$ cat src/hw/rtl/gbi_queue.sv
// Short first-in first-out queue between the front and back ends.
`timescale 1ns / 1ps
`default_nettype none

module gbi_queue #(
   parameter int WIDTH = 8,
   parameter int DEPTH = 4,
   localparam int PTR_W = $clog2(DEPTH),
   localparam int CNT_W = $clog2(DEPTH + 1)
) (
   input  wire logic             clock,
   input  wire logic             reset,
   input  wire logic             push,
   input  wire logic [WIDTH-1:0] push_data,
   input  wire logic             pop,
   output logic      [WIDTH-1:0] pop_data,
   output logic                  full,
   output logic                  empty
);

   logic [WIDTH-1:0] slot_ff [DEPTH];
   logic [PTR_W-1:0] wr_ptr_ff, wr_ptr_in;
   logic [PTR_W-1:0] rd_ptr_ff, rd_ptr_in;
   logic [CNT_W-1:0] count_ff, count_in;

   always_comb begin
      wr_ptr_in = wr_ptr_ff;
      rd_ptr_in = rd_ptr_ff;
      count_in  = count_ff;
      if (push) begin
         wr_ptr_in = (wr_ptr_ff == PTR_W'(DEPTH - 1)) ? '0 : wr_ptr_ff + PTR_W'(1);
      end
      if (pop) begin
         rd_ptr_in = (rd_ptr_ff == PTR_W'(DEPTH - 1)) ? '0 : rd_ptr_ff + PTR_W'(1);
      end
      if (push && !pop) begin
         count_in = count_ff + CNT_W'(1);
      end else if (pop && !push) begin
         count_in = count_ff - CNT_W'(1);
      end
   end

   always_ff @(posedge clock) begin
      if (reset) begin
         wr_ptr_ff <= '0;
         rd_ptr_ff <= '0;
         count_ff  <= '0;
      end else begin
         wr_ptr_ff <= wr_ptr_in;
         rd_ptr_ff <= rd_ptr_in;
         count_ff  <= count_in;
      end
   end

   always_ff @(posedge clock) begin
      if (push) begin
         slot_ff[wr_ptr_ff] <= push_data;
      end
   end

   assign pop_data = slot_ff[rd_ptr_ff];
   assign full     = (count_ff == CNT_W'(DEPTH));
   assign empty    = (count_ff == '0);

endmodule

`default_nettype wire

$ cat config.mk
export PLATFORM = sky130hd
export DESIGN_NAME = gbi_queue
export DESIGN_NICKNAME = d
export VERILOG_FILES = /design/src/hw/rtl/gbi_queue.sv
export SDC_FILE = /design/constraint.sdc
export NUM_CORES = 1
export LEC_CHECK = 0
export BUFFER_PORTS_ARGS = -buffer_cell sky130_fd_sc_hd__buf_2
export CORE_MARGIN = 2
export CORE_UTILIZATION = 55
export DETAILED_ROUTE_END_ITERATION = 8
export HOLD_SLACK_MARGIN = 0.06
export PLACE_DENSITY = 0.88
export SYNTH_ARGS = -nofsm -noshare
export SYNTH_HDL_FRONTEND = slang
export SYNTH_SLANG_ARGS = --single-unit
$ cat constraint.sdc
create_clock -name clock -period 1.9 [get_ports clock]
set_input_delay 0.19 -clock clock [delete_from_list [all_inputs] [get_ports clock]]
set_output_delay 0.19 -clock clock [all_outputs]
set_load 0.02 [all_outputs]
==> results of run 1 <==
[synth_stat cells, drive strengths merged (2+ instances only)]
cell | instances | area share
dfxtp | 9 | 0.11
xor2 | 2 | 0.011
edfxtp | 32 | 0.60
mux4 | 8 | 0.11
and2 | 4 | 0.016
mux2i | 4 | 0.025
a21oi | 2 | 0.0063
inv | 4 | 0.0094
ha | 6 | 0.047
nor3b | 2 | 0.0094
nor2 | 7 | 0.016
[worst paths after layout]
path / endpoint / slack [ps] / start / cells past startpoint
worst max-delay path: pop_data[2] / 120 / register / 3
worst max register to register: count_ff[2]$_SDFFE_PP0P_ / 420 / count_ff[0]$_SDFFE_PP0P_ / 4
worst min register to register: count_ff[2]$_SDFFE_PP0P_ / 530 / count_ff[2]$_SDFFE_PP0P_ / 2
worst min-delay path: count_ff[2]$_SDFFE_PP0P_ / 80 / reset / 2
[worst max-delay path, cell delays in order, from the launching register on]
cell	delay, ps
dfxtp_1	330
buf_4	200
mux4_2	530
buf_2	170
[per-stage QoR]
step	util	cells	hold slack (ps)
3_5_place_dp	0.628	137	409
3_3_place_gp	0.628	137	402
4_1_cts	0.677	153	66.6
2_1_floorplan	-	86	259
5_1_grt	0.677	153	74.9
6_report	0.677	153	78.2
[routing by layer]
layer	track usage	up-vias	wire [um]
met5	0	-	0
met1	0.186	395	1050
li1	-	397	-
met4	0.0797	0	48
met2	0.279	22	1160
met3	0.0759	6	123
[power groups by stage]
stage / registers (mW) / clock network, mW / logic [mW]
after global placement: 1.07 / 0 / 0.223
after floorplan: 1.06 / 0 / 0.166
after global routing: 1.06 / 0.460 / 0.268
after CTS: 1.05 / 0.427 / 0.247
final: 1.05 / 0.412 / 0.244
after detailed placement: 1.07 / 0 / 0.234
[area by class of cell]
class                      count  share of cell area
clock buffer                   5              0.0201
tap                           31              0.0208
sequential                    41               0.611
multi-input combinational     39               0.228
timing repair buffer          30               0.103
clock inverter                 3             0.00938
inverter                       4             0.00804
[kinds of logic after synthesis]
logic type,after synthesis,share of synthesized area
compound gates,3,0.00939
xor+xnor,2,0.0110
fa+ha+maj,7,0.0595
buf+inv,6,0.0196
flops,41,0.714
mux,12,0.138
simple gates,15,0.0485
[state kept, by name (all words and copies together), names as in the netlist, named ones only]
signal and count:
wr_ptr_ff 2, count_ff 3, rd_ptr_ff 2, slot_ff 32
[what timing repair did]
action                                 4_1_cts  5_1_grt
buffers inserted                             0        0
hold buffers                                 8        0
endpoints found under the hold margin       32        0
==> results.json, run 1 <==
{
  "syn_inst": 86,
  "cts_root_buf": "clkbuf_4",
  "final_hold_viol_count": 0,
  "final_common_cell": "edfxtp_1",
  "synth_ff_type": "edfxtp_1",
  "slew_viol_final": 0,
  "dp_hpwl_um": 1620,
  "cts_buffers": 5,
  "max-vdd-ir-drop_mv": 0.867,
  "antenna_found_initial": 0,
  "worstSetupPathType": "reg2out",
  "synth-seq-area-share": 0.714,
  "syn_area_sq_um": 1600,
  "worstPathRequired_ps": 1710,
  "grt_use_total": 0.169,
  "crit_path_end_kind": "output pin",
  "final_cell_mix": "edfxtp_1, buf_2, dfxtp_1",
  "routedWlPerCell_um": 15.6,
  "leakagePower_nw": 0.703,
  "core_area_sq_um": 2760,
  "clock_path_buffers": 2,
  "cts_tree": "done",
  "num_vias": 820,
  "powerDensity_nw_per_um2": 914,
  "worst_ep_arrival_time_ps": 1590,
  "design_area_sq_um": 1870,
  "rsz0062_at_grt": "false",
  "drtIter0Drc": 24,
  "dp_slack_ps": 226,
  "row_count": 19,
  "grt_overflow": 0,
  "grt_max_degree": 14,
  "fin_ws_ps": 124,
  "p_sw_mw": 0.435,
  "clkPwrFrac": 0.241,
  "vias_per_cell": 5.36,
  "period_share": 0.935,
  "syn_nets": 105,
  "ys_ff_latch": 41,
  "cts.sinks": 41,
  "dr.pass1.iters": 4,
  "areaGrowthSynthToFinish_pct": 16.9,
  "cp-start-kind": "register",
  "diodes": 0,
  "seqPwrFrac": 0.616,
  "ios": 22,
  "netSwitchingFraction": 0.255,
  "max_cap_viol_count": 0,
  "combPwrFrac": 0.143,
  "seqCellArea_sq_um": 1140,
  "route.detailed.drc": 0,
  "wl_um": 2380,
  "min_path_type": "in2reg",
  "fillerInstances": 186,
  "max_freq_ghz": 0.563,
  "synth.distinct_cells": 17,
  "tightest_slew_ps": 466,
  "die_area_sq_um": 3350,
  "crit_fanout": 8,
  "status": "completed",
  "drive_gt1_frac": 0.311,
  "synth-edff-count": 32,
  "nNetsFinal": 140,
  "start_util": 0.579,
  "max_slew_margin": 0.689,
  "finClkSkew_ps": 11.6,
  "routabilityCongestion": 0.597,
  "intPower_mw": 1.27,
  "die_w_um": 57.9,
  "clkLatencyLatePin_ps": 350,
  "setup_viol": 0,
  "postRouteAntennaNets": 0,
  "grt_pass1_vias": 879,
  "async_flop_share": 0,
  "fin_crit_ps": 1780,
  "portBuffers": 21,
  "power.total_mw": 1.71,
  "setup_tns_ps": 0,
  "die_y_um": 57.9,
  "ctsHtreeMaxLevel": 2,
  "synth-warning-count": 0,
  "cts_resized": 0,
  "multi_input_area_sq_um": 425,
  "clk_pin_slew_ps": 120,
  "avgSynthCellArea_sq_um": 18.6,
  "grt_pass1_wl_um": 3900,
  "place_area_sq_um": 1730
}
No activity file was read; power rests on OpenSTA's default activity.
==> run 2: changes to the inputs <==
--- a/config.mk
+++ b/config.mk
@@ -5,12 +5,14 @@
 export SDC_FILE = /design/constraint.sdc
 export NUM_CORES = 1
 export LEC_CHECK = 0
+export ABC_AREA = 1
 export BUFFER_PORTS_ARGS = -buffer_cell sky130_fd_sc_hd__buf_2
 export CORE_MARGIN = 2
 export CORE_UTILIZATION = 55
 export DETAILED_ROUTE_END_ITERATION = 8
 export HOLD_SLACK_MARGIN = 0.06
 export PLACE_DENSITY = 0.88
+export SKIP_CTS_REPAIR_TIMING = 1
 export SYNTH_ARGS = -nofsm -noshare
 export SYNTH_HDL_FRONTEND = slang
 export SYNTH_SLANG_ARGS = --single-unit
==> results.json, run 2 <==
{
  "status": "complete, but fails checks",
  "violations": "design-rule violations",
  "clk_pin_slew_ps": 110,
  "syn_area_sq_um": 1650,
  "fin_crit_ps": 1750,
  "postRouteAntennaNets": 0,
  "dp.cells": 186,
  "syn_nets": 154,
  "final_cell_mix": "edfxtp_1, nor2_1, buf_2",
  "rsz0062_at_grt": "false",
  "grt_use_total": 0.178,
  "hp-start": "push",
  "worstPathRequired_ps": 1710,
  "path_cells": "inv_1 > o21ai_0 > o22ai_1 > buf_2",
  "die_w_um": 58.8,
  "die_area_sq_um": 3460,
  "fin_ws_ps": 149,
  "synth-warning-count": 0,
  "setup_tns_ps": 0,
  "yosysMostFrequentCell": "edfxtp_1",
  "dr_wl_met2_um": 1540,
  "synth-edff-count": 32,
  "cp_num_buf_inv": 2,
  "utilization": 0.700,
  "drive_gt1_frac": 0.203,
  "max_cap_viol_count": 0,
  "synth.distinct_cells": 19,
  "die_y_um": 58.8,
  "synth_top_cells_by_count": "edfxtp_1, nor2_1, inv_1, o21ai_0, dfxtp_1",
  "fillerInstances": 201,
  "seqCellArea_sq_um": 1140,
  "clock_path_buffers": 2,
  "final_common_cell": "edfxtp_1",
  "grt_max_degree": 17,
  "slew_viol_final": 0,
  "max-vdd-ir-drop_mv": 0.685,
  "grt_pass1_wl_um": 4330,
  "wl_met1_um": 1140,
  "crit_slowest_cell": "dfxtp_1",
  "cts.sinks": 41,
  "num_vias": 1091,
  "multi_input_area_sq_um": 428,
  "syn_inst": 135,
  "cts_buffers": 5,
  "drtIter0Drc": 34,
  "routedWlPerCell_um": 14.3,
  "worstSetupPathType": "reg2out",
  "async_flop_share": 0,
  "dp_slack_ps": 395,
  "row_count": 19,
  "max_slew_margin": 0.755,
  "crit_family": "buffers and inverters",
  "crit_fanout": 9,
  "grt_pass1_vias": 1062,
  "diodes": 0,
  "yosys.area.top_type": "edfxtp_1",
  "fin_cells": 203,
  "core_area_sq_um": 2810,
  "routabilityCongestion": 0.750,
  "grt_overflow": 0,
  "cts_tree": "done",
  "cp-start-kind": "register",
  "top_regs": "slot_ff x32, count_ff x3",
  "worst_ep_arrival_time_ps": 1560,
  "wl_met3_um": 143,
  "synth.top_cell.area_share": 0.582,
  "topRoutingLayerUsed": "met4",
  "ios": 22,
  "largest_reg_flops": 32,
  "r2r_start": "count_ff[0]$_SDFFE_PP0P_",
  "min_path_type": "in2reg",
  "wl_um": 2900,
  "start_util": 0.589,
  "final_hold_viol_count": 0,
  "clkLatencyLatePin_ps": 350,
  "synth-seq-area-share": 0.691,
  "synth_ff_type": "edfxtp_1",
  "place_area_sq_um": 1780,
  "antenna_found_initial": 0,
  "regMostFlops": "slot_ff",
  "crit_path_end_kind": "output pin",
  "finClkSkew_ps": 3.23,
  "cts_root_buf": "clkbuf_4",
  "route.detailed.drc": 2,
  "leakagePower_nw": 0.805,
  "setup_viol": 0,
  "period_share": 0.922,
  "nNetsFinal": 190,
  "ys_ff_latch": 41,
  "vias_per_cell": 5.37,
  "tightest_slew_ps": 368,
  "powerDensity_nw_per_um2": 962,
  "max_stage_delay_ps": 420,
  "avgSynthCellArea_sq_um": 12.2,
  "max_freq_ghz": 0.571,
  "synthTopCellsByArea": "edfxtp_1, dfxtp_1, nor2_1",
  "portBuffers": 21,
  "areaGrowthSynthToFinish_pct": 18.9,
  "ctsHtreeMaxLevel": 2,
  "design_area_sq_um": 1960,
  "dr.pass1.iters": 6,
  "dp_hpwl_um": 1960
}
run 2: cell count changes in the layout (fill, tap and decap cells not counted), sizes merged, moves of 3 or more:
cell,change
o22ai,+8
nor3,+3
inv,+12
nand2,+8
nor2,+17
mux2i,-4
o21ai,+18
mux4,-8
and2,-4
run 2: logic make-up (layout without fill, tap and decap cells):
family                   Yosys count  count (layout)  synth area share
adder cells (fa/ha/maj)            7               7            0.0576
XOR/XNOR                           1               1           0.00530
flip-flops                        41              41             0.691
AO/OA/AOI/OAI                     30              30             0.102
buffers and inverters             18              55            0.0500
AND/OR/NAND/NOR                   38              38            0.0947
run 2: path summary, 6_finish.rpt:
check / endpoint / slack (ps) / cells after the start
worst min register to register: wr_ptr_ff[1]$_SDFFE_PP0P_ / 540 / 2
worst max-delay path: pop_data[4] / 150 / 4
worst max register to register: count_ff[2]$_SDFFE_PP0P_ / 590 / 7
worst min-delay path: wr_ptr_ff[1]$_SDFFE_PP0P_ / 190 / 3
run 2: layout make-up:
class / instances / area share
inverters: 16 / 0.0306
clock inverters: 1 / 0.00255
flip-flops and latches: 41 / 0.581
repair buffers: 31 / 0.103
multi-input cells: 76 / 0.218
well taps: 31 / 0.0198
clock buffers: 7 / 0.0446
run 2: report_power, final:
| part | internal [mW] | switching (mW) |
|---|---|---|
| clock | 0.302 | 0.273 |
| sequential | 1.02 | 0.0315 |
| combinational | 0.0986 | 0.167 |
| total | 1.42 | 0.471 |
run 2: metrics by stage:
step / hold slack (ps) / total power, mW
global route: 187 / 1.98
finish: 187 / 1.89
detailed placement: 408 / 1.32
CTS: 25.7 / 1.89
global placement: 398 / 1.30
floorplan: 262 / 1.23
run 2: routing by layer:
metal  global-route usage  vias to the layer above
li1                     -                      545
met1                0.180                      506
met2                0.316                       31
met3               0.0505                        9
met4                0.120                        0
met5                    0                        -
run 2: worst reg2reg max path, delay by kind of cell, from the launching register on:
| kind | cells | cell delay, ps |
|---|---|---|
| adders and majority gates | 1 | 470 |
| buffers and inverters | 2 | 130 |
| and+or+nand+nor | 4 | 230 |
| DFF | 1 | 380 |
==> run 3: changes to the inputs <==
--- a/config.mk
+++ b/config.mk
@@ -10,9 +10,11 @@
 export CORE_MARGIN = 2
 export CORE_UTILIZATION = 55
 export DETAILED_ROUTE_END_ITERATION = 8
+export GPL_TIMING_DRIVEN = 0
 export HOLD_SLACK_MARGIN = 0.06
 export PLACE_DENSITY = 0.88
 export SKIP_CTS_REPAIR_TIMING = 1
+export SLEW_MARGIN = 20
 export SYNTH_ARGS = -nofsm -noshare
 export SYNTH_HDL_FRONTEND = slang
 export SYNTH_SLANG_ARGS = --single-unit
==> results.json, run 3 (synthesis results as in run 2) <==
{
  "status": "complete, but fails checks",
  "violations": "design-rule violations",
  "dr.pass1.iters": 6,
  "grt_overflow": 0,
  "areaGrowthSynthToFinish_pct": 17.7,
  "min_path_type": "in2reg",
  "max_slew_margin": 0.749,
  "clk_pin_slew_ps": 120,
  "die_w_um": 58.8,
  "routabilityCongestion": 0.755,
  "setup_tns_ps": 0,
  "fin_ws_ps": 163,
  "max-vdd-ir-drop_mv": 0.634,
  "largest_reg_flops": 32,
  "final_common_cell": "edfxtp_1",
  "place_area_sq_um": 1800,
  "antenna_found_initial": 0,
  "worstSetupPathType": "reg2out",
  "rsz0062_at_grt": "false",
  "grt_use_total": 0.196,
  "diodes": 0,
  "die_area_sq_um": 3460,
  "dp_hpwl_um": 2140,
  "vias_per_cell": 5.24,
  "cts_tree": "done",
  "clkLatencyLatePin_ps": 340,
  "setup_viol": 0,
  "wl_um": 3010,
  "cts_buffers": 5,
  "num_vias": 1068,
  "portBuffers": 21,
  "core_area_sq_um": 2810,
  "cp-start-kind": "register",
  "clock_path_buffers": 2,
  "worst_ep_arrival_time_ps": 1550,
  "period_share": 0.914,
  "crit_path_end_kind": "output pin",
  "hold_path_depth": 3,
  "regMostFlops": "slot_ff",
  "drive_gt1_frac": 0.208,
  "postRouteAntennaNets": 0,
  "max_cap_viol_count": 0,
  "start_util": 0.589,
  "finClkSkew_ps": 8.37,
  "powerDensity_nw_per_um2": 899,
  "max_freq_ghz": 0.576,
  "routedWlPerCell_um": 14.7,
  "worst_r2r_path_depth": 3,
  "slew_viol_final": 0,
  "leakagePower_nw": 0.792,
  "crit_fanout": 10,
  "worstPathRequired_ps": 1710,
  "nNetsFinal": 191,
  "top_regs": "slot_ff x32, count_ff x3",
  "drtIter0Drc": 42,
  "grt_pass1_vias": 1105,
  "tightest_slew_ps": 376,
  "design_area_sq_um": 1940,
  "final_hold_viol_count": 0,
  "dp_slack_ps": 376,
  "ios": 22,
  "grt_max_degree": 15,
  "ctsHtreeMaxLevel": 2,
  "cts.sinks": 41,
  "final_cell_mix": "edfxtp_1, nor2_1, buf_2",
  "fin_crit_ps": 1740,
  "row_count": 19,
  "grt_pass1_wl_um": 4800,
  "route.detailed.drc": 2,
  "cts_root_buf": "clkbuf_4",
  "die_y_um": 58.8
}
-- run 3: cell types whose count changed in the layout (fill, tap and decap cells not counted) --
cell / change
buf_4: -1
buf_6: +2
clkbuf_16: -2
clkinv_2: -1
clkinvlp_4: +1
inv_4: +2
-- run 3: per-layer routing --
layer / track usage / part of all wire
met5: 0 / 0
met4: 0.0682 / 0.013
met3: 0.0659 / 0.039
met2: 0.363 / 0.54
met1: 0.204 / 0.41
-- run 3: layout make-up --
type | count | area, sq um
tap | 31 | 38.8
multi-input combinational | 76 | 428
fill | 219 | 862
clock inverter | 3 | 20.0
clock buffer | 5 | 37.5
buffer | 2 | 22.5
inverter | 16 | 60.1
timing repair buffer | 30 | 195
sequential | 41 | 1140
-- run 3: path summary, 6_finish.rpt --
kind	slack (ps)	start	end
max reg2reg	630	wr_ptr_ff[0]$_SDFFE_PP0P_	slot_ff[3][1]$_DFFE_PP_
max	160	register	pop_data[3]
min reg2reg	550	wr_ptr_ff[1]$_SDFFE_PP0P_	wr_ptr_ff[1]$_SDFFE_PP0P_
min	190	pop	rd_ptr_ff[1]$_SDFFE_PP0P_
-- run 3: critical path, stage by stage, from the launching register on --
cell,delay [ps]
dfxtp_1,540
inv_2,140
buf_6,170
nor2_1,90
o22ai_1,100
buf_2,160
-- run 3: stage by stage --
stage | total power, mW | hold slack (ps) | utilization | instances
after floorplan | 1.23 | 262 | - | 135
after global placement | 1.31 | 398 | 0.640 | 187
after detailed placement | 1.33 | 407 | 0.640 | 187
after CTS | 1.74 | 28.3 | 0.661 | 195
after global routing | 1.84 | 170 | 0.693 | 204
final | 1.75 | 186 | 0.693 | 204
-- run 3: where the power goes --
part / switching [mW] / internal, mW / leakage (nW)
registers: 0.0337 / 1.02 / 0.369
logic: 0.167 / 0.103 / 0.392
clock network: 0.280 / 0.146 / 0.0321
