### config.mk
export PLATFORM = sky130hd
export DESIGN_NAME = gbi_front_flat
export DESIGN_NICKNAME = d
export VERILOG_FILES = /design/src/hw/rtl/gbi_pkg.sv /design/src/hw/rtl/gbi_req_if.sv /design/src/hw/rtl/gbi_front.sv /design/src/flat_wrapper.sv
export SDC_FILE = /design/constraint.sdc
export NUM_CORES = 1
export LEC_CHECK = 0
export BUFFER_PORTS_ARGS = -buffer_cell sky130_fd_sc_hd__buf_2
export CORE_ASPECT_RATIO = 1.4
export CORE_MARGIN = 1
export CORE_UTILIZATION = 55
export CTS_BUF_LIST = sky130_fd_sc_hd__clkbuf_8
export DETAILED_ROUTE_END_ITERATION = 8
export MAX_ROUTING_LAYER = met4
export PLACE_DENSITY = 0.9
export SYNTH_ARGS = -nofsm -noshare
export SYNTH_HDL_FRONTEND = slang
export SYNTH_SLANG_ARGS = --single-unit
### constraint.sdc
create_clock -name clock -period 4.9 [get_ports clock]
set_input_delay 0.49 -clock clock [delete_from_list [all_inputs] [get_ports clock]]
set_output_delay 0.49 -clock clock [all_outputs]
set_load 0.1 [all_outputs]
### src/hw/rtl/gbi_pkg.sv
// Shared constants and types for the grid bilinear interpolator.
`timescale 1ns / 1ps
`default_nettype none

package gbi_pkg;

   localparam int ADDR_W      = 14;
   localparam int VALUE_W     = 32;
   localparam int X_W         = 17;
   localparam int R_W         = 18;
   localparam int X_FRAC_BITS = 16;
   localparam int R_FRAC_BITS = 17;
   localparam int MID_W       = 36;
   localparam int RECIP_SHIFT = 24;
   localparam int QUEUE_DEPTH = 4;

   localparam logic ACTION_WRITE = 1'b0;
   localparam logic ACTION_QUERY = 1'b1;

   typedef struct packed {
      logic is_query;
      logic in_range;
      logic row_odd;
      logic col_odd;
   } gbi_tag_type;

endpackage

`default_nettype wire

### src/hw/rtl/gbi_req_if.sv
// Request channel: table loads and interpolation queries.
`timescale 1ns / 1ps
`default_nettype none

interface gbi_req_if
   import gbi_pkg::*;
();
   logic                      valid;
   logic                      ready;
   logic                      action;
   logic [ADDR_W-1:0]         table_address;
   logic signed [VALUE_W-1:0] table_value;
   logic [X_W-1:0]            x_coord;
   logic [R_W-1:0]            r_coord;

   modport source (output valid, action, table_address, table_value, x_coord, r_coord,
                   input ready);
   modport sink (input valid, action, table_address, table_value, x_coord, r_coord,
                 output ready);
endinterface

`default_nettype wire

### src/hw/rtl/gbi_front.sv
// Front end: accepts words, scales coordinates and maps them onto the four table banks.
`timescale 1ns / 1ps
`default_nettype none

module gbi_front
   import gbi_pkg::*;
#(
   parameter int GRID_POINTS = 100,
   parameter int SAMPLE_BITS = 32,
   localparam int IDX_W   = $clog2(GRID_POINTS),
   localparam int HALF_W  = $clog2((GRID_POINTS + 1) / 2),
   localparam int BANK_AW = 2 * HALF_W,
   localparam int PX_W    = X_W + IDX_W,
   localparam int PR_W    = R_W + $clog2(5 * GRID_POINTS)
) (
   input  wire logic                     clock,
   input  wire logic                     reset,
   gbi_req_if.sink                       req_if,
   input  wire logic                     push_ok,
   output logic                          push,
   output gbi_tag_type                   push_tag,
   output logic [3:0][BANK_AW-1:0]       push_addr,
   output logic signed [SAMPLE_BITS-1:0] push_data,
   output logic [PX_W-1:0]               push_fx,
   output logic [PR_W-1:0]               push_fr
);

   localparam int CELL_MAX    = GRID_POINTS - 1;
   localparam int TABLE_DEPTH = GRID_POINTS * GRID_POINTS;
   localparam int RECIP       = ((1 << RECIP_SHIFT) + GRID_POINTS - 1) / GRID_POINTS;
   localparam int RPROD_W     = ADDR_W + RECIP_SHIFT;
   localparam int CX_W        = PX_W - X_FRAC_BITS;
   localparam int CR_W        = PR_W - R_FRAC_BITS;

   // Stage one: coordinate scaling and the row estimate of a load address.
   logic                          s1_valid_ff, s1_valid_in;
   logic                          s1_query_ff, s1_query_in;
   logic [PX_W-1:0]               s1_px_ff, s1_px_in;
   logic [PR_W-1:0]               s1_pr_ff, s1_pr_in;
   logic [ADDR_W-1:0]             s1_row_ff, s1_row_in;
   logic [ADDR_W-1:0]             s1_addr_ff, s1_addr_in;
   logic                          s1_keep_ff, s1_keep_in;
   logic signed [SAMPLE_BITS-1:0] s1_data_ff, s1_data_in;
   logic [RPROD_W-1:0]            recip_prod;

   // Stage two: cell selection, fractions and bank addresses.
   logic                          s2_valid_ff, s2_valid_in;
   gbi_tag_type                   s2_tag_ff, s2_tag_in;
   logic [3:0][BANK_AW-1:0]       s2_addr_ff, s2_addr_in;
   logic signed [SAMPLE_BITS-1:0] s2_data_ff;
   logic [PX_W-1:0]               s2_fx_ff, s2_fx_in;
   logic [PR_W-1:0]               s2_fr_ff, s2_fr_in;

   logic [CX_W-1:0]   cell_x;
   logic [CR_W-1:0]   cell_r;
   logic [IDX_W-1:0]  lo_x, hi_x, lo_r, hi_r;
   logic [IDX_W-1:0]  wr_row, wr_col;
   logic [ADDR_W-1:0] wr_col_full;

   assign req_if.ready = push_ok;

   always_comb begin
      recip_prod  = RPROD_W'(req_if.table_address) * RPROD_W'(RECIP);
      s1_valid_in = req_if.valid;
      s1_query_in = (req_if.action == ACTION_QUERY);
      s1_px_in    = PX_W'(CELL_MAX) * PX_W'(req_if.x_coord);
      s1_pr_in    = PR_W'(5 * CELL_MAX) * PR_W'(req_if.r_coord);
      s1_row_in   = recip_prod[RPROD_W-1:RECIP_SHIFT];
      s1_addr_in  = req_if.table_address;
      s1_keep_in  = (32'(req_if.table_address) < 32'(TABLE_DEPTH));
      s1_data_in  = SAMPLE_BITS'(req_if.table_value);
   end

   always_comb begin
      logic [1:0]       bsel;
      logic [IDX_W-1:0] row;
      logic [IDX_W-1:0] col;
      cell_x = s1_px_ff[PX_W-1:X_FRAC_BITS];
      cell_r = s1_pr_ff[PR_W-1:R_FRAC_BITS];
      lo_x   = (cell_x >= CX_W'(CELL_MAX)) ? IDX_W'(CELL_MAX - 1) : cell_x[IDX_W-1:0];
      lo_r   = (cell_r >= CR_W'(CELL_MAX)) ? IDX_W'(CELL_MAX - 1) : cell_r[IDX_W-1:0];
      hi_x   = lo_x + IDX_W'(1);
      hi_r   = lo_r + IDX_W'(1);
      s2_fx_in = s1_px_ff - (PX_W'(lo_x) << X_FRAC_BITS);
      s2_fr_in = s1_pr_ff - (PR_W'(lo_r) << R_FRAC_BITS);

      wr_col_full = s1_addr_ff - ADDR_W'(s1_row_ff * ADDR_W'(GRID_POINTS));
      wr_row      = s1_row_ff[IDX_W-1:0];
      wr_col      = wr_col_full[IDX_W-1:0];

      for (int b = 0; b < 4; b++) begin
         bsel = 2'(b);
         row  = (lo_x[0] == bsel[1]) ? lo_x : hi_x;
         col  = (lo_r[0] == bsel[0]) ? lo_r : hi_r;
         if (!s1_query_ff) begin
            row = wr_row;
            col = wr_col;
         end
         s2_addr_in[b] = {HALF_W'(row >> 1), HALF_W'(col >> 1)};
      end

      s2_valid_in        = s1_valid_ff;
      s2_tag_in.is_query = s1_query_ff;
      s2_tag_in.in_range = s1_query_ff | s1_keep_ff;
      s2_tag_in.row_odd  = s1_query_ff ? lo_x[0] : wr_row[0];
      s2_tag_in.col_odd  = s1_query_ff ? lo_r[0] : wr_col[0];
   end

   always_ff @(posedge clock) begin
      if (reset) begin
         s1_valid_ff <= 1'b0;
         s2_valid_ff <= 1'b0;
      end else if (push_ok) begin
         s1_valid_ff <= s1_valid_in;
         s2_valid_ff <= s2_valid_in;
      end
   end

   always_ff @(posedge clock) begin
      if (push_ok) begin
         s1_query_ff <= s1_query_in;
         s1_px_ff    <= s1_px_in;
         s1_pr_ff    <= s1_pr_in;
         s1_row_ff   <= s1_row_in;
         s1_addr_ff  <= s1_addr_in;
         s1_keep_ff  <= s1_keep_in;
         s1_data_ff  <= s1_data_in;
         s2_tag_ff   <= s2_tag_in;
         s2_addr_ff  <= s2_addr_in;
         s2_data_ff  <= s1_data_ff;
         s2_fx_ff    <= s2_fx_in;
         s2_fr_ff    <= s2_fr_in;
      end
   end

   assign push      = s2_valid_ff && push_ok;
   assign push_tag  = s2_tag_ff;
   assign push_addr = s2_addr_ff;
   assign push_data = s2_data_ff;
   assign push_fx   = s2_fx_ff;
   assign push_fr   = s2_fr_ff;

endmodule

`default_nettype wire

### src/flat_wrapper.sv
// flat-port wrapper written by rule: the top's interface ports become plain ports
module gbi_front_flat import gbi_pkg::*;
#(
   parameter int GRID_POINTS = 100,
   parameter int SAMPLE_BITS = 32,
   localparam int IDX_W   = $clog2(GRID_POINTS),
   localparam int HALF_W  = $clog2((GRID_POINTS + 1) / 2),
   localparam int BANK_AW = 2 * HALF_W,
   localparam int PX_W    = X_W + IDX_W,
   localparam int PR_W    = R_W + $clog2(5 * GRID_POINTS)
)
  (clock, reset, push_ok, push, push_tag, push_addr, push_data, push_fx, push_fr, req_if_valid, req_if_action, req_if_table_address, req_if_table_value, req_if_x_coord, req_if_r_coord, req_if_ready);
  gbi_req_if req_if_i ();
  input  wire logic clock;
  input  wire logic reset;
  input  wire logic push_ok;
  output logic push;
  output gbi_tag_type push_tag;
  output logic [3:0][BANK_AW-1:0] push_addr;
  output logic signed [SAMPLE_BITS-1:0] push_data;
  output logic [PX_W-1:0] push_fx;
  output logic [PR_W-1:0] push_fr;
  input wire logic [$bits(req_if_i.valid)-1:0] req_if_valid;
  input wire logic [$bits(req_if_i.action)-1:0] req_if_action;
  input wire logic [$bits(req_if_i.table_address)-1:0] req_if_table_address;
  input wire logic [$bits(req_if_i.table_value)-1:0] req_if_table_value;
  input wire logic [$bits(req_if_i.x_coord)-1:0] req_if_x_coord;
  input wire logic [$bits(req_if_i.r_coord)-1:0] req_if_r_coord;
  output wire logic [$bits(req_if_i.ready)-1:0] req_if_ready;
  assign req_if_i.valid = req_if_valid;
  assign req_if_i.action = req_if_action;
  assign req_if_i.table_address = req_if_table_address;
  assign req_if_i.table_value = req_if_table_value;
  assign req_if_i.x_coord = req_if_x_coord;
  assign req_if_i.r_coord = req_if_r_coord;
  assign req_if_ready = req_if_i.ready;
  gbi_front #(.GRID_POINTS(GRID_POINTS), .SAMPLE_BITS(SAMPLE_BITS)) u_core (.clock(clock), .reset(reset), .req_if(req_if_i), .push_ok(push_ok), .push(push), .push_tag(push_tag), .push_addr(push_addr), .push_data(push_data), .push_fx(push_fx), .push_fr(push_fr));
endmodule
==> results of run 1 <==
[cell families after synthesis]
| family | Yosys count | share of synthesized area |
|---|---|---|
| adders and majority gates | 447 | 0.392 |
| muxes | 7 | 0.00428 |
| DFF | 212 | 0.356 |
| buffers and inverters | 399 | 0.0893 |
| and+or+nand+nor | 176 | 0.0487 |
| xor gates and xnor gates | 67 | 0.0329 |
| other | 1 | 0.000210 |
| AOI/OAI and AO/OA | 195 | 0.0763 |
[layout make-up]
type / instances / area [sq um] / share of cell area
clock inverter: 23 / 219 / 0.0106
multi-input combinational: 894 / 10200 / 0.491
clock buffer: 33 / 454 / 0.0219
timing repair buffer: 299 / 1700 / 0.0822
inverter: 356 / 1340 / 0.0647
tap: 395 / 494 / 0.0238
sequential: 212 / 6350 / 0.306
[power by group through the flow]
stage / registers [W] / logic (W) / clock network (W)
after floorplan: 0.00442 / 0.00608 / 0
after global placement: 0.00312 / 0.00927 / 0
after detailed placement: 0.00315 / 0.00965 / 0
after CTS: 0.00311 / 0.00973 / 0.00154
after global routing: 0.00316 / 0.0112 / 0.00162
final: 0.00311 / 0.0102 / 0.00152
[sequential cells by signal, indices dropped and copies added, names as in the netlist]
register            count
u_core.push_data       32
u_core.push_tag         4
u_core.s1_px_ff        24
u_core.s1_valid_ff      1
u_core.s2_valid_ff      1
u_core.push_fx         24
u_core.s1_query_ff      1
u_core.push_addr       24
u_core.push_fr         27
u_core.s1_data_ff      32
u_core.s1_addr_ff       7
u_core.s1_pr_ff        27
u_core.s1_keep_ff       1
u_core.s1_row_ff        7
[path summary, 6_finish.rpt]
path / slack, ns / cells after the start / end / start
max: 0.1 / 15 / u_core.s1_row_ff[3] / req_if_table_address[10]
min: 0.07 / 1 / u_core.s1_data_ff[25] / req_if_table_value[25]
max reg2reg: 2.09 / 9 / u_core.push_addr[47] / u_core.s1_px_ff[18]
min reg2reg: 0.41 / 0 / u_core.push_fx[11] / u_core.s1_px_ff[11]
[layout by cell type (no fill, tap or decap), types with 4 or more instances in the layout]
cell	count
inv_1	356
ha_1	244
buf_2	219
edfxtp_1	210
fa_1	181
buf_4	78
a21oi_1	46
nor2_1	45
xnor2_1	42
nand2_1	38
clkbuf_8	34
a21o_1	29
xor2_1	25
nand3_1	20
o21ai_0	20
ha_4	14
nor3_1	12
nand2b_1	11
o21bai_1	11
o21a_1	9
o21ai_1	9
nand4_1	8
nor2b_1	8
a21oi_2	6
o22ai_1	6
nor4_1	6
o31ai_1	6
fa_2	6
inv_2	5
clkinvlp_4	5
and2_1	5
mux2_2	5
clkinv_1	5
a211o_1	4
and3_1	4
or2_2	4
bufinv_16	4
[timing repair]
action,4_1_cts,5_1_grt
buffers inserted,0,1
pin swaps,1,20
resized for setup,0,33
setup endpoints to repair,2,7
[metrics by stage]
step           setup TNS, ns  total power, W  instances  utilization
5_1_grt               -0.136          0.0159       2212        0.654
2_1_floorplan         -0.462          0.0105       1505            -
4_1_cts                    0          0.0144       2211        0.648
3_3_place_gp           -2.87          0.0124       2155        0.627
3_5_place_dp           -4.11          0.0128       2155        0.627
6_report                   0          0.0148       2212        0.654
[routing by layer]
metal	wire, microns	GRT usage
met1	13700	0.248
met5	0	-
met3	1920	0.0309
met4	2350	0.139
met2	21600	0.477
[worst reg2reg max path, cell delays in order, from the launching register on]
cell	delay, ns
edfxtp_1	0.55
nor3_1	0.30
nand2_1	0.08
a31oi_1	0.78
and2_1	0.26
ha_1	0.19
nand2_1	0.07
nor2_1	0.15
nand3_1	0.10
a21oi_1	0.19
==> summary.txt, run 1 <==
Run status
  • Run status: complete, no violations

Timing
  • Final Hold Viols: 0
  • Max Clock Skew: around 0.036 ns
  • Pins Over Slew Limit: 0
  • Fin worst setup slack: 0.0954 ns
  • Final setup vio count: 0
  • Tcrit/Tclk final: 0.981
  • Final hold slack: between 0.06 and 0.07 ns
  • Max_slew headroom: 0.307
  • Fmax: approximately 210 MHz
  • Worst Tran Pin Value: 1.04 ns
  • Min Tclk post-route: around 4.8 ns

Floorplan
  • Row Count: 77
  • Boundary Pins: 223
  • Die width: between 150 and 200 microns
  • Starting density of the core: 0.563
  • Core Region: about 32000 sq um
  • Die area: 33200 sq um
  • Die Y: roughly 220 microns

Route
  • Via count: between 10k and 15k
  • 1st-iter DRT viols: about 680
  • Post-DR wirelength/cell: 17.9 microns
  • WL final: around 40 mm
  • Vias per std cell: 5.45
  • Drt first pass iters: 8
  • Post-DRT Antenna Nets: 0
  • Detailed-route DRC error count: 0

Place
  • Post-detail-place hpwl: roughly 33 mm
  • Routability Congestion: 0.960
  • Placed inst area: 19900 sq um
  • IO buf count: around 220
  • DP Worst Slack: -0.657 ns

Global route
  • Largest net degree at the start of global routing: 77
  • Initial antenna violation count: 0
  • Gr ovfl total: 0
  • First-pass GRT wire length: between 60 and 70 mm
  • Number of global-route vias before repair: ~13k
  • Gr usage total: 0.253

Synthesis
  • Synthesized area: between 15000 and 20000 sq um
  • Most frequent cell after synthesis: inv_1
  • Synth Warn #: 0
  • Synth area leader: edfxtp_1
  • Post-synthesis register bit count: 212
  • Mapped Cells: around 1.5k
  • Number of synthesized flops with an enable pin: between 200 and 250
  • Sequential area share after synthesis: 0.356
  • Synth area leaders: edfxtp_1 (35%), fa_1 (21%), ha_1 (18%)
  • Syn Area/Cell: between 10 and 15 sq um
  • Synth Flop Type: edfxtp_1
  • Yosys top cell area share: 0.354
  • Asr flop ratio synth: 0
  • Commonest cells in the netlist: inv_1 (356), ha_1 (260), edfxtp_1 (210), fa_1 (187), a21oi_1 (50)
  • Synth cell types: 70

CTS
  • H-tree Lvls: 1
  • Root buf cell: clkbuf_8
  • CTS Sinks: about 210
  • Clk buf depth: 3
  • Worst-skew pair later-pin latency: ~0.59 ns
  • # hold bufs at CTS: 0
  • CTS tree: done
  • Total CTS buffers: 30
  • Clock-pin slew of the registers on the worst-case setup and hold paths: 0.08 ns

Power and ir drop
  • Net Sw Frac: 0.493
  • Pint: about 0.0075 W
  • Sw power: between 0.007 and 0.008 W
  • Clk pwr share: 0.103
  • Sequential Power Share: 0.210
  • Power share of the combinational group: 0.687
  • Pwr dens: roughly 710 nW/um^2
  • P_leak: ~10 nW
  • Peak VDD IR: 0.000465 V

Setup path
  • Critical Path AT: roughly 5.1 ns
  • Most used cell along the critical path: fa_1
  • Startpoint types: input port
  • Worst-path fanout max: 4
  • CP cell instances: buf_2 -> fa_2 -> fa_1 -> fa_1 -> fa_1 -> fa_1 -> ha_1 -> ha_1 -> a21oi_2 -> nor2_1 -> or3_1 -> a21oi_1 -> o211ai_1 -> o31ai_2 -> xnor2_1
  • Crit end category: flop
  • Worst path bufs/invs: 1
  • Crit path largest cell delay: 0.62 ns
  • Crit Path Class: input port to flop
  • Worst path required time: 5.23 ns
  • Crit path max-delay cell type: fa_2
  • Kind of cell adding the most delay to the critical path: adder cells

Run
  • Max-cap violations: 0

Finish
  • Fillers: between 2k and 2.5k
  • P&R area growth vs syn: 16.2%
  • Antenna cells: 0
  • Layout cells sized above 1: 0.221
  • Fin nets: 2326
  • Final std cell area, no fill: between 20000 and 25000 sq um

Min path
  • Min-delay worst type: input port to flop
No activity file was read; power rests on OpenSTA's default activity.
==> inputs of run 2 (changes only) <==
--- a/config.mk
+++ b/config.mk
@@ -8,11 +8,12 @@
 export BUFFER_PORTS_ARGS = -buffer_cell sky130_fd_sc_hd__buf_2
 export CORE_ASPECT_RATIO = 1.4
 export CORE_MARGIN = 1
-export CORE_UTILIZATION = 55
+export CORE_UTILIZATION = 60
 export CTS_BUF_LIST = sky130_fd_sc_hd__clkbuf_8
 export DETAILED_ROUTE_END_ITERATION = 8
+export GPL_ROUTABILITY_DRIVEN = 0
 export MAX_ROUTING_LAYER = met4
-export PLACE_DENSITY = 0.9
+export PLACE_DENSITY = 0.93
 export SYNTH_ARGS = -nofsm -noshare
 export SYNTH_HDL_FRONTEND = slang
 export SYNTH_SLANG_ARGS = --single-unit
==> constraint.sdc (replaced) <==
create_clock -name clock -period 4.5 [get_ports clock]
set_input_delay 0.45 -clock clock [delete_from_list [all_inputs] [get_ports clock]]
set_output_delay 0.45 -clock clock [all_outputs]
set_load 0.1 [all_outputs]
==> summary.txt, run 2 (synthesis gave the netlist of run 1 again) <==
Place
  • Placed insts: 2200 (+2.1%)
  • IO buf count: 222 (unchanged)
  • Post-detail-place hpwl: 36.8 mm (+12%)
  • Placed inst area: 20300 sq um (+2.2%)

Setup path
  • Worst-path fanout max: 4 (unchanged)
  • Kind of cell adding the most delay to the critical path: adder cells
  • Crit path from: req_if_table_address[6]
  • CP cell instances: buf_4 -> fa_2 -> inv_1 -> fa_1 -> inv_2 -> fa_1 -> inv_2 -> fa_1 -> inv_2 -> fa_1 -> fa_1 -> ha_4 -> and4_4 -> nand2_4 -> a2bb2oi_4 -> o211ai_1 -> buf_4 -> a21oi_2 -> xnor2_1
  • Most used cell along the critical path: fa_1
  • Critical Path AT: 5.30 ns (+0.16 ns)
  • Reg-to-reg setup timing slack: 1.78 ns (-0.31 ns)
  • Worst path required time: 4.87 ns (-0.36 ns)
  • Crit path max-delay cell type: fa_1
  • Crit end category: flop
  • R2R Path Start: u_core.s1_pr_ff[24]
  • CP Depth: 19 (+4)
  • Worst r2r dst: u_core.push_addr[27]
  • Worst-case reg-to-reg path depth: 7 (-2)
  • Crit path largest cell delay: 0.58 ns (-0.04 ns)
  • Crit path to: u_core.s1_row_ff[2]
  • Startpoint types: input port
  • Worst path bufs/invs: 6 (+5)
  • Crit Path Class: input port to flop

Route
  • Via count: 13.4k (+11%)
  • Vias per std cell: 5.90 (+8.1%)
  • WL final: 49.3 mm (+24%)
  • Post-DRT Antenna Nets: 0 (unchanged)
  • Detailed-route DRC error count: 0 (unchanged)
  • 1st-iter DRT viols: 1236 (+83%)
  • Drt first pass iters: 8 (unchanged)
  • Post-DR wirelength/cell: 21.7 microns (+21%)

Floorplan
  • Row Count: 74 (-3.9%)
  • Core Region: 29200 sq um (-8.0%)
  • Boundary Pins: 223 (unchanged)
  • Starting density of the core: 0.611 (+0.0488)
  • Die area: 30400 sq um (-8.2%)
  • Die width: 148 microns (-4.2%)
  • Die Y: 206 microns (-4.2%)

Finish
  • Fin nets: 2401 (+3.2%)
  • Fillers: 1626 (-28%)
  • Most common cell after layout, fill and taps aside: inv_1
  • Final std cell area, no fill: 21400 sq um (+3.4%)
  • Commonest cells after routing, fill and taps aside: inv_1 (350), ha_1 (237), buf_2 (212)
  • Post-route insts no fill: 2273 (+2.8%)
  • Layout cells sized above 1: 0.263 (+0.0416)
  • P&R area growth vs syn: 20.2%

CTS
  • Clock-pin slew of the registers on the worst-case setup and hold paths: 0.07 ns (about the same)
  • CTS tree: done
  • Total CTS buffers: 31 (+3.3%)
  • Clk buf depth: 3 (unchanged)
  • Root buf cell: clkbuf_8
  • CTS Sinks: 212 (unchanged)
  • Worst-skew pair later-pin latency: 0.61 ns (+0.02 ns)
  • H-tree Lvls: 1 (unchanged)

Global route
  • Largest net degree at the start of global routing: 120 (+56%)
  • Initial antenna violation count: 0 (unchanged)
  • Gr usage total: 0.319 (+0.0663)
  • First-pass GRT wire length: 71.5 mm (+12%)
  • Number of global-route vias before repair: 14.4k (+11%)
  • Gr ovfl total: 0 (unchanged)

Timing
  • RSZ-0062 raised after global routing: true
  • Final Hold Viols: 0 (unchanged)
  • Fmax: 203 MHz
  • Tcrit/Tclk final: 1.10
  • Max Clock Skew: 0.0354 ns (-0.000551 ns)
  • Max_slew headroom: 0.235 (-0.0720)
  • Final setup vio count: 16 (+16)
  • Min Tclk post-route: roughly 4.9 ns
  • Worst Tran Pin Value: 1.15 ns (+0.108 ns)
  • Pins Over Slew Limit: 0 (unchanged)
  • Fin worst setup slack: -0.428 ns (-0.523 ns)

Min path
  • Min-delay worst type: input port to flop

Run status
  • Failing checks: negative setup slack
  • Run status: finished with violations

Run
  • Max-cap violations: 0 (unchanged)
run 2: changes by cell type in the layout (fill, tap and decap cells not counted), sizes merged, moves of 2 or more:
cell	previous run	this run
buf	297	367
clkbuf	35	33
clkinv	8	14
clkinvlp	5	3
diode	0	2
dlygate4sd3	0	4
run 2: layout make-up:
cell class / count / area (sq um) / share of cell area
Timing Repair Buffer: 373 / 2340 / 0.109
Inverter: 356 / 1340 / 0.0625
Tap cell: 380 / 475 / 0.0222
Clock inverter: 25 / 185 / 0.00864
Multi-Input combinational cell: 894 / 10300 / 0.481
Clock buffer: 31 / 427 / 0.0199
Antenna cell: 2 / 5.00 / 0.000234
Sequential cell: 212 / 6350 / 0.296
run 2: worst min-delay path by stage:
stage	startpoint	endpoint	slack, ns	cells past startpoint
final	reset	u_core.s1_valid_ff	0.02	2
after global routing	reset	u_core.s1_valid_ff	0.01	2
after CTS	req_if_table_value[6]	u_core.s1_data_ff[6]	0.006	1
after detailed placement	u_core.s1_data_ff[13]	u_core.push_data[13]	0.40	0
after global placement	u_core.s1_pr_ff[4]	u_core.push_fr[4]	0.40	0
after floorplan	u_core.s1_data_ff[0]	u_core.push_data[0]	0.40	0
run 2: layer usage:
metal  vias to the layer above  track usage  routed length (microns)  part of all wire
li1                       5738            -                        -                 -
met5                         -            -                        0                 0
met4                         0        0.253                     4610             0.094
met1                      6420        0.300                    15500              0.31
met2                       910        0.582                    25800              0.52
met3                       337       0.0435                     3400             0.069
run 2: worst register-to-register path, delay by kind of cell, from the launching register on:
family          cells  cell delay [ns]
simple gates        3             1.07
flops               1             0.47
xor+xnor            1             0.16
compound gates      2             0.49
fa+ha+maj           1             0.25
run 2: what timing repair did:
item	4_1_cts	5_1_grt
gates resized for setup	44	42
endpoints found under the setup margin	12	18
pin swaps	28	31
gates cloned	0	0
hold buffers	4	0
endpoints found under the hold margin	4	0
setup buffers	4	8
run 2: metrics by stage:
| stage | hold WS (ns) | worst slack [ns] | utilization | setup TNS (ns) |
|---|---|---|---|---|
| floorplan | 0.400 | -0.473 | - | -2.91 |
| global placement | 0.401 | -0.766 | 0.696 | -6.80 |
| detailed placement | 0.405 | -0.992 | 0.696 | -11.40 |
| CTS | 0.00552 | -0.199 | 0.726 | -0.941 |
| global route | 0.0110 | -0.533 | 0.734 | -4.91 |
| finish | 0.0221 | -0.428 | 0.735 | -3.52 |
Power of run 2 is not shown: default switching activity piles up to over one toggle a cycle in this logic, so the estimate is an artifact.
==> inputs of run 3 (changes only) <==
--- a/config.mk
+++ b/config.mk
@@ -14,6 +14,7 @@
 export GPL_ROUTABILITY_DRIVEN = 0
 export MAX_ROUTING_LAYER = met4
 export PLACE_DENSITY = 0.93
+export SKIP_LAST_GASP = 1
 export SYNTH_ARGS = -nofsm -noshare
 export SYNTH_HDL_FRONTEND = slang
 export SYNTH_SLANG_ARGS = --single-unit
==> summary.txt, run 3 (synthesis gave the netlist of run 1 again) <==
Run status
  • Run status: finished with violations
  • Failing checks: negative setup slack

Timing
  • Fin worst setup slack: -0.421 ns (+0.00655 ns)
  • Tcrit/Tclk final: 1.09 (-0.00146)
  • Worst Tran Pin Value: 1.10 ns (-0.0449 ns)
  • Max_slew headroom: 0.265 (+0.0300)
  • RSZ-0062 raised after global routing: true
  • Final Hold Viols: 0 (unchanged)
  • Final setup vio count: 17 (+1)
  • Fmax: 203 MHz (+0.13%)
  • Post-route setup TNS: -3.97 ns (-0.444 ns)
  • Max Clock Skew: 0.0426 ns (+0.00715 ns)
  • Pins Over Slew Limit: 0 (unchanged)
  • Min Tclk post-route: 4.92 ns (-0.00655 ns)

Finish
  • Post-route insts no fill: 2273 (unchanged)
  • Layout cells sized above 1: 0.263 (unchanged)
  • Final core utilization: 0.734 (about the same)
  • Fillers: 1628 (+0.12%)
  • Fin nets: 2401 (unchanged)
  • Most common cell after layout, fill and taps aside: inv_1
  • P&R area growth vs syn: 20.1% (about the same)
  • Multi-input logic area: 10300 sq um (unchanged)
  • Register Area: 6350 sq um (unchanged)
  • Commonest cells after routing, fill and taps aside: inv_1 (350), ha_1 (237), buf_2 (212)

Route
  • Post-DRT Antenna Nets: 0 (unchanged)
  • Drt first pass iters: 8 (unchanged)
  • Post-DR wirelength/cell: 21.7 microns (+0.30%)
  • Via count: 13.4k (+0.13%)
  • 1st-iter DRT viols: 1046 (-15%)
  • WL final: 49.4 mm (+0.30%)
  • Detailed-route DRC error count: 0 (unchanged)
  • Vias per std cell: 5.91 (+0.13%)

Floorplan
  • Core Region: 29200 sq um (unchanged)
  • Boundary Pins: 223 (unchanged)
  • Starting density of the core: 0.611 (unchanged)
  • Die width: 148 microns (unchanged)
  • Die area: 30400 sq um (unchanged)
  • Row Count: 74 (unchanged)
  • Die Y: 206 microns (unchanged)

CTS
  • CTS tree: done
  • CTS Sinks: 212 (unchanged)
  • H-tree Lvls: 1 (unchanged)
  • Clk buf depth: 3 (unchanged)
  • Clock-pin slew of the registers on the worst-case setup and hold paths: 0.07 ns (about the same)
  • Worst-skew pair later-pin latency: 0.61 ns (about the same)
  • Total CTS buffers: 31 (unchanged)
  • Root buf cell: clkbuf_8

Global route
  • Global route hottest layer: met2
  • First-pass GRT wire length: 71.5 mm (unchanged)
  • Grt met3 use: 0.0435 (unchanged)
  • Largest net degree at the start of global routing: 120 (unchanged)
  • M1 GR Usage: 0.300 (unchanged)
  • Gr usage total: 0.319 (unchanged)
  • Initial antenna violation count: 0 (unchanged)
  • Gr ovfl total: 0 (unchanged)
  • Number of global-route vias before repair: 14.4k (unchanged)
  • M2 GR Usage: 0.582 (unchanged)

Place
  • IO buf count: 222 (unchanged)
  • DP Worst Slack: -0.992 ns (unchanged)
  • Post-detail-place hpwl: 36.8 mm (unchanged)
  • Placed insts: 2200 (unchanged)

Setup path
  • Critical Path AT: 5.29 ns (about the same)
  • Worst-path fanout max: 3 (-1)
  • Crit end category: flop
  • Startpoint types: input port
  • Crit Path Class: input port to flop
  • Worst path required time: 4.87 ns (about the same)

Run
  • Max-cap violations: 0 (unchanged)

Min path
  • Min-delay worst type: input port to flop
==> run 3: cell types whose count changed in the layout (fill, tap and decap cells not counted) <==
cell   change
buf_4      +2
buf_6      -2
==> run 3: area by class of cell <==
type,count,share of cell area
clock buffer,31,0.0199
inverter,356,0.0626
timing repair buffer,373,0.109
multi-input combinational,894,0.481
clock inverter,25,0.00865
tap,380,0.0222
sequential,212,0.296
antenna,2,0.000234
==> run 3: per-layer routing <==
layer  part of all wire  wire length, microns
met4              0.095                  4680
met2               0.52                 25700
met1               0.31                 15500
met5                  0                     0
met3              0.073                  3600
==> run 3: worst paths after layout <==
path,slack (ns),depth (start not counted),startpoint,to
worst min register to register,0.40,0,u_core.s1_data_ff[10],u_core.push_data[10]
worst max-delay path,-0.42,18,req_if_table_address[13],u_core.s1_row_ff[2]
worst max register to register,1.78,8,u_core.s1_pr_ff[20],u_core.push_addr[27]
worst min-delay path,0.02,1,req_if_table_value[1],u_core.s1_data_ff[1]
==> run 3: worst max-delay path, cell delays in order <==
cell and delay (ns):
buf_2 0.13, buf_4 0.16, ha_2 0.19, fa_1 0.56, fa_1 0.62, inv_2 0.06, fa_1 0.52, inv_2 0.05
fa_1 0.51, fa_1 0.56, ha_4 0.32, and4_4 0.27, nand2_4 0.08, a2bb2oi_4 0.17, o211ai_1 0.31, buf_4 0.18
a21oi_2 0.05, xnor2_1 0.12
==> run 3: through the flow <==
| step | hold slack, ns | area (sq um) |
|---|---|---|
| finish | 0.0179 | 21400 |
| global route | 0.0110 | 21400 |
| CTS | 0.00552 | 21200 |
| detailed placement | 0.405 | 20300 |
| global placement | 0.401 | 20300 |
| floorplan | 0.400 | 17900 |
==> run 3: what timing repair did <==
item | 4_1_cts | 5_1_grt
pin swaps | 28 | 31
gates resized for setup | 44 | 40
setup buffers | 4 | 8
hold endpoints to repair | 4 | 0
hold buffers | 4 | 0
setup endpoints to repair | 12 | 18
Power of run 3 is left out for the same reason.
